**config.mk**
```make
export PLATFORM = sky130hd
export DESIGN_NAME = proxy_decap_header_rewrite
export DESIGN_NICKNAME = d
export VERILOG_FILES = /design/src/hdl/pdhr_pkg.sv /design/src/hdl/proxy_decap_header_rewrite.sv
export SDC_FILE = /design/constraint.sdc
export NUM_CORES = 1
export LEC_CHECK = 0
export BUFFER_PORTS_ARGS = -buffer_cell sky130_fd_sc_hd__clkbuf_2
export CORE_MARGIN = 2
export CORE_UTILIZATION = 55
export CTS_BUF_LIST = sky130_fd_sc_hd__clkbuf_2
export DETAILED_ROUTE_END_ITERATION = 12
export PLACE_DENSITY = 0.78
export SLEW_MARGIN = 20
export SYNTH_ARGS = -nofsm -noshare
export SYNTH_HDL_FRONTEND = slang
export SYNTH_SLANG_ARGS = --single-unit
```
**constraint.sdc**
```tcl
create_clock -name clock -period 31.1 [get_ports clock]
set_input_delay 3.11 -clock clock [delete_from_list [all_inputs] [get_ports clock]]
set_output_delay 3.11 -clock clock [all_outputs]
set_load 0.02 [all_outputs]
```
**src/hdl/pdhr_pkg.sv**
```systemverilog
`default_nettype none

package pdhr_pkg;

   // Frame classification
   localparam logic [15:0] MIN_FRAME_BYTES = 16'd70;
   localparam logic [15:0] PROXY_OVERHEAD  = 16'd16;
   localparam logic [7:0]  PROTO_UDP       = 8'h11;
   localparam logic [7:0]  PROTO_TCP       = 8'h06;
   localparam logic [15:0] PORT_ZERO       = 16'd0;
   localparam logic [15:0] PORT_ONE        = 16'd1;

   // Width of a sum of up to five 16-bit terms
   localparam int unsigned SUM_W = 19;

   typedef enum logic [1:0] {
      ACT_PASS     = 2'd0,
      ACT_LOOPBACK = 2'd1,
      ACT_DECAP    = 2'd2
   } action_type;

   // Fold the carries once and complement; the carry of the fold is dropped
   function automatic logic [15:0] fold_once(input logic [SUM_W-1:0] s);
      logic [16:0] t;
      t = {1'b0, s[15:0]} + 17'(s[SUM_W-1:16]);
      return ~t[15:0];
   endfunction

endpackage

`default_nettype wire

```
**src/hdl/proxy_decap_header_rewrite.sv**
```systemverilog
// Pipeline: an accepted request word reaches its response word through two registers
// (one input register, one result register).
// Throughput: one word per cycle while rsp_stall is low; the checksum path is a chain of
// 19-bit adds of 16-bit terms and folds between the two registers.
// Reset: synchronous, active high; clears only the valid flags.
`default_nettype none

module proxy_decap_header_rewrite
   import pdhr_pkg::*;
(
   input  wire logic        clock,
   input  wire logic        reset,
   // request channel
   input  wire logic        req_valid,
   output logic             req_stall,
   input  wire logic [15:0] req_frame_length,
   input  wire logic [7:0]  req_ip_protocol,
   input  wire logic [15:0] req_udp_src_word,
   input  wire logic [15:0] req_udp_dst_word,
   input  wire logic [15:0] req_ip_total_len,
   input  wire logic [7:0]  req_ip_ttl,
   input  wire logic [15:0] req_ip_checksum,
   input  wire logic [31:0] req_ip_src_addr,
   input  wire logic [31:0] req_ip_dst_addr,
   input  wire logic [31:0] req_carried_src_addr,
   input  wire logic [31:0] req_carried_dst_addr,
   input  wire logic [15:0] req_tcp_checksum,
   // response channel
   output logic             rsp_valid,
   input  wire logic        rsp_stall,
   output logic [1:0]       rsp_action,
   output logic [15:0]      rsp_new_total_len,
   output logic [31:0]      rsp_new_src_addr,
   output logic [7:0]       rsp_new_protocol,
   output logic [15:0]      rsp_new_ip_checksum,
   output logic [15:0]      rsp_new_tcp_checksum
);

   // Input register
   logic        s1_valid_ff;
   logic [15:0] frame_length_ff;
   logic [7:0]  ip_protocol_ff;
   logic [15:0] udp_src_word_ff;
   logic [15:0] udp_dst_word_ff;
   logic [15:0] ip_total_len_ff;
   logic [7:0]  ip_ttl_ff;
   logic [15:0] ip_checksum_ff;
   logic [31:0] ip_src_addr_ff;
   logic [31:0] ip_dst_addr_ff;
   logic [31:0] carried_src_addr_ff;
   logic [31:0] carried_dst_addr_ff;
   logic [15:0] tcp_checksum_ff;

   // Result register
   logic        rsp_valid_ff;
   action_type  action_ff;
   logic [15:0] new_total_len_ff;
   logic [31:0] new_src_addr_ff;
   logic [7:0]  new_protocol_ff;
   logic [15:0] new_ip_checksum_ff;
   logic [15:0] new_tcp_checksum_ff;

   logic s1_load;
   logic s2_load;

   // Advance the result stage when it is empty or its word is taken
   assign s2_load   = !rsp_valid_ff || !rsp_stall;
   assign s1_load   = !s1_valid_ff || s2_load;
   assign req_stall = !s1_load;

   // Capture the request word
   always_ff @(posedge clock) begin
      if (reset) begin
         s1_valid_ff <= 1'b0;
      end else if (s1_load) begin
         s1_valid_ff <= req_valid;
      end
      if (s1_load && req_valid) begin
         frame_length_ff     <= req_frame_length;
         ip_protocol_ff      <= req_ip_protocol;
         udp_src_word_ff     <= req_udp_src_word;
         udp_dst_word_ff     <= req_udp_dst_word;
         ip_total_len_ff     <= req_ip_total_len;
         ip_ttl_ff           <= req_ip_ttl;
         ip_checksum_ff      <= req_ip_checksum;
         ip_src_addr_ff      <= req_ip_src_addr;
         ip_dst_addr_ff      <= req_ip_dst_addr;
         carried_src_addr_ff <= req_carried_src_addr;
         carried_dst_addr_ff <= req_carried_dst_addr;
         tcp_checksum_ff     <= req_tcp_checksum;
      end
   end

   // Classify the frame
   logic       eligible;
   logic       loopback;
   logic       decap;
   action_type action_in;

   assign eligible = (frame_length_ff >= MIN_FRAME_BYTES) && (ip_protocol_ff == PROTO_UDP);
   assign loopback = eligible && (udp_src_word_ff == PORT_ZERO)
                     && (udp_dst_word_ff == PORT_ZERO);
   assign decap    = eligible && ((udp_src_word_ff != PORT_ZERO)
                     || (udp_dst_word_ff == PORT_ONE));

   always_comb begin
      if (decap) begin
         action_in = ACT_DECAP;
      end else if (loopback) begin
         action_in = ACT_LOOPBACK;
      end else begin
         action_in = ACT_PASS;
      end
   end

   // Incremental checksum updates
   logic [15:0]      nlen;
   logic [31:0]      saddr_n;
   logic [31:0]      csrc_n;
   logic [31:0]      cdst_n;
   logic [15:0]      proto_old_n;
   logic [15:0]      proto_new;
   logic [15:0]      ipck_n;
   logic [15:0]      tlen_n;
   logic [15:0]      ip_ck1_n;
   logic [15:0]      ip_ck2_n;
   logic [15:0]      tcpck_n;
   logic [15:0]      tcp_ck1_n;
   logic [SUM_W-1:0] ip_sum1;
   logic [SUM_W-1:0] ip_sum2;
   logic [SUM_W-1:0] ip_sum3;
   logic [SUM_W-1:0] tcp_sum1;
   logic [SUM_W-1:0] tcp_sum2;
   logic [15:0]      ip_ck1;
   logic [15:0]      ip_ck2;
   logic [15:0]      ip_ck_in;
   logic [15:0]      tcp_ck1;
   logic [15:0]      tcp_ck_in;

   assign nlen        = ip_total_len_ff - PROXY_OVERHEAD;
   assign saddr_n     = ~ip_src_addr_ff;
   assign csrc_n      = ~carried_src_addr_ff;
   assign cdst_n      = ~carried_dst_addr_ff;
   assign proto_old_n = ~{ip_ttl_ff, ip_protocol_ff};
   assign proto_new   = {ip_ttl_ff, PROTO_TCP};
   assign ipck_n      = ~ip_checksum_ff;
   assign tlen_n      = ~ip_total_len_ff;
   assign ip_ck1_n    = ~ip_ck1;
   assign ip_ck2_n    = ~ip_ck2;
   assign tcpck_n     = ~tcp_checksum_ff;
   assign tcp_ck1_n   = ~tcp_ck1;

   // IP: source address, then total length, then the ttl/protocol word
   assign ip_sum1 = SUM_W'(ipck_n) + SUM_W'(saddr_n[31:16]) + SUM_W'(saddr_n[15:0])
                    + SUM_W'(carried_src_addr_ff[31:16]) + SUM_W'(carried_src_addr_ff[15:0]);
   assign ip_ck1  = fold_once(ip_sum1);
   assign ip_sum2 = SUM_W'(ip_ck1_n) + SUM_W'(tlen_n) + SUM_W'(nlen);
   assign ip_ck2  = fold_once(ip_sum2);
   assign ip_sum3 = SUM_W'(ip_ck2_n) + SUM_W'(proto_old_n) + SUM_W'(proto_new);
   assign ip_ck_in = fold_once(ip_sum3);

   // TCP: carried source onto itself, then carried destination to outer destination
   assign tcp_sum1 = SUM_W'(tcpck_n) + SUM_W'(csrc_n[31:16]) + SUM_W'(csrc_n[15:0])
                     + SUM_W'(carried_src_addr_ff[31:16]) + SUM_W'(carried_src_addr_ff[15:0]);
   assign tcp_ck1  = fold_once(tcp_sum1);
   assign tcp_sum2 = SUM_W'(tcp_ck1_n) + SUM_W'(cdst_n[31:16]) + SUM_W'(cdst_n[15:0])
                     + SUM_W'(ip_dst_addr_ff[31:16]) + SUM_W'(ip_dst_addr_ff[15:0]);
   assign tcp_ck_in = fold_once(tcp_sum2);

   // Hold the result word until it is taken
   always_ff @(posedge clock) begin
      if (reset) begin
         rsp_valid_ff <= 1'b0;
      end else if (s2_load) begin
         rsp_valid_ff <= s1_valid_ff;
      end
      if (s2_load && s1_valid_ff) begin
         action_ff <= action_in;
         if (decap) begin
            new_total_len_ff    <= nlen;
            new_src_addr_ff     <= carried_src_addr_ff;
            new_protocol_ff     <= PROTO_TCP;
            new_ip_checksum_ff  <= ip_ck_in;
            new_tcp_checksum_ff <= tcp_ck_in;
         end else begin
            new_total_len_ff    <= ip_total_len_ff;
            new_src_addr_ff     <= ip_src_addr_ff;
            new_protocol_ff     <= ip_protocol_ff;
            new_ip_checksum_ff  <= ip_checksum_ff;
            new_tcp_checksum_ff <= tcp_checksum_ff;
         end
      end
   end

   assign rsp_valid            = rsp_valid_ff;
   assign rsp_action           = action_ff;
   assign rsp_new_total_len    = new_total_len_ff;
   assign rsp_new_src_addr     = new_src_addr_ff;
   assign rsp_new_protocol     = new_protocol_ff;
   assign rsp_new_ip_checksum  = new_ip_checksum_ff;
   assign rsp_new_tcp_checksum = new_tcp_checksum_ff;

`ifndef SYNTHESIS
   // Stall only when both stages are full and the output is blocked
   assert property (@(posedge clock) disable iff (reset)
      req_stall |-> (s1_valid_ff && rsp_valid_ff && rsp_stall))
      else $error("request stalled with room in the pipeline");

   // A decapsulated word always carries the TCP protocol
   assert property (@(posedge clock) disable iff (reset)
      (rsp_valid_ff && (action_ff == ACT_DECAP)) |-> (new_protocol_ff == PROTO_TCP))
      else $error("decapsulated word without TCP protocol");

   // A decapsulated word carries the shortened total length
   assert property (@(posedge clock) disable iff (reset)
      (s2_load && s1_valid_ff && decap) |=>
         (new_total_len_ff == $past(ip_total_len_ff) - PROXY_OVERHEAD))
      else $error("total length not reduced by the proxy overhead");

   // A loopback word leaves the header untouched
   assert property (@(posedge clock) disable iff (reset)
      (s2_load && s1_valid_ff && loopback) |=>
         ((action_ff == ACT_LOOPBACK) && (new_ip_checksum_ff == $past(ip_checksum_ff))))
      else $error("loopback word altered");
`endif

endmodule

`default_nettype wire
```
==> impl_metrics.ini <==
[synth]
synthXorXnorAreaFrac_pct = 7.18
synth.distinct_cells = 74
synthCells = 1711
synth_ff_type = edfxtp_1
synthTopCellsByArea = edfxtp_1, fa_1, ha_1, inv_1, xnor2_1
ys_warn_count = 0
synth_seq_area_share_pct = 47.7
synth_simple_gate_area_share_pct = 8.98
synth_edf_count = 321
synth_top_family_by_area = adder cells
syn-mean-instance-area_sq_um = 11.9
async_flop_share_pct = 0
synth-compound-area-share_pct = 8.49
synth-seq-cells = 323
syn_nets = 2229
yosysTopAreaCellShare_pct = 47.5
syn_area_sq_um = 20300
synth_mux_area_share_pct = 0.296
synth_fa_ha_area_share_pct = 21.8
yosysTopAreaCell = edfxtp_1

[clocking]
post_cts_buffers = 0
root_buffer = clkbuf_2
cts_resized = 0
numCtsBuffers = 84
clk-insertion-delay-late_ns = 1.03
clockBufferDepth = 3
cts_tree = yes
h-tree-depth = 3
clkTransAtPathRegs_ns = 0.10
cts.sinks = 323
ctsHoldBuffers = 0

[setup_path]
max_stage_delay_ns = 0.60
crit_fanout = 8
crit_buf_inv = 5
worstPathArrival_ns = 14.22
crit_top_cell = ha_1
crit_type = reg -> reg
end_kind = register
path_delay_family = adder cells
worst-r2r-setup-slack_ns = 17.60
worstPathRequired_ns = 31.82
cp_slowest_cell = o41ai_1
start_kind = register

[grt]
grtUsageTotal_pct = 24.7
grt_first_pass_wirelength_um = 72500
first_global_vias = 14200
grt_max_degree = 171
grt_overflow = 0
antenna_found_initial = 4

[route]
post_drt_wl_per_cell_um = 17.6
drt_pass1_iterations = 5
vias_per_cell = 5.29
drt_iter0_drc = 797
drtAntennaViolNets = 0
totalWireLength_um = 46300
drcViolationCount = 0
vias = 13900

[sta]
worstMarginPinSlew_ns = 1.00
finalMaxSlewViolations = 0
hold_violations = 0
finalCritPeriodShare_pct = 43.4
fin_skew_ns = 0.0951
rsz0062_at_grt = false
finalSetupViolations = 0
max_freq_mhz = 74.1
finalSetupTns_ns = 0
finalCriticalPeriod_ns = 13.50
relSlewSlack_pct = 33.3

[die]
ios = 336
core_sq_um = 36400
initial_core_util_pct = 55.7
die-width_um = 196
dieArea_sq_um = 38400
rows = 70
die_y_um = 196

[layout]
final_cell_mix = clkbuf_2, edfxtp_1, inv_1
layout_commonest_cell = clkbuf_2
area_growth_syn_to_layout_pct = 14.5
drive_gt1_share_pct = 23.3
finalCoreUtilization_pct = 63.7
fin_nets = 2620

[run_status]
status = complete, no violations

[flow_run]
drv_cap = 0

[placement]
dpl.hpwl_um = 35800
gp_congestion = 0.922
numPortBuffers = 326

[hold_path]
hp-class = reg -> reg
-- cells by family (layout without fill, tap and decap cells) --
kind of cell / Yosys count / in the layout
adders and majority gates: 274 / 274
AOI/OAI and AO/OA: 274 / 274
DFF: 323 / 323
buffers and inverters: 298 / 743
and+or+nand+nor: 374 / 374
xor gates and xnor gates: 162 / 162
muxes: 6 / 6
other: 0 / 5
-- area by class of cell --
type                    count  area [sq um]
fillers                  2893         13200
clock inverters            25           163
inverters                 272          1020
diodes                      5          12.5
clock buffers             115           576
flip-flops and latches    323          9680
well taps                 468           586
repair buffers            331          1680
multi-input cells        1090          9500
-- worst reg2reg max path, delay by kind of cell (launching register included) --
| family | cells | cell delay (ns) |
|---|---|---|
| adders and majority gates | 13 | 4.72 |
| and+or+nand+nor | 11 | 2.29 |
| buffers and inverters | 5 | 0.27 |
| AOI/OAI and AO/OA | 21 | 4.60 |
| xor gates and xnor gates | 5 | 0.85 |
| DFF | 1 | 0.51 |
-- state kept, by name, summed over array words and instances (netlist names), 2 cells and up --
signal / cells
carried_dst_addr_ff: 32
carried_src_addr_ff: 32
frame_length_ff: 15
ip_checksum_ff: 16
ip_dst_addr_ff: 32
ip_protocol_ff: 8
ip_src_addr_ff: 32
ip_total_len_ff: 16
rsp_action: 2
rsp_new_ip_checksum: 16
rsp_new_protocol: 8
rsp_new_src_addr: 32
rsp_new_tcp_checksum: 16
rsp_new_total_len: 16
tcp_checksum_ff: 16
udp_dst_word_ff: 16
udp_src_word_ff: 16
-- metrics by stage --
stage	instances	cell area (sq um)	setup slack [ns]	hold slack, ns
final	2629	23200	17.60	0.428
after CTS	2624	23200	17.74	0.420
after detailed placement	2484	22500	17.79	0.409
after global routing	2629	23200	16.72	0.431
after floorplan	1711	20300	16.78	0.400
after global placement	2484	22500	18.03	0.405
-- path summary, 6_finish.rpt --
kind / to / startpoint / cells after the start
worst max-delay path: rsp_new_ip_checksum[15] / carried_src_addr_ff[1] / 55
worst min-delay path: rsp_new_total_len[1] / ip_total_len_ff[1] / 0
worst max register to register: rsp_new_ip_checksum[15] / carried_src_addr_ff[1] / 55
worst min register to register: rsp_new_total_len[1] / ip_total_len_ff[1] / 0
-- cell usage after synthesis (all sizes together), types with 3 or more instances --
cell type and n:
a2111oi 3, a211o 3, a211oi 11, a21boi 4, a21o 23, a21oi 54, a31o 3, a31oi 7
and2 6, and3 16, clkbuf 24, edfxtp 321, fa 132, ha 142, inv 272, mux2i 6
nand2 119, nand2b 10, nand3 24, nand4 16, nor2 82, nor2b 8, nor3 29, nor3b 5
nor4 19, o211ai 8, o21a 12, o21ai 110, o21bai 7, o311ai 3, o31a 4, o31ai 4
o41ai 4, or2 24, or3 10, xnor2 86, xor2 75
-- routing by layer --
layer	part of all wire [%]	up-vias	GRT usage, %
met3	7.4	83	5.28
met5	0	-	0
met2	47	501	39.4
li1	-	6707	-
met4	2.8	0	9.62
met1	43	6605	33.4
Power is not shown: default switching activity piles up to over one toggle a cycle in this logic, so the estimate is an artifact.
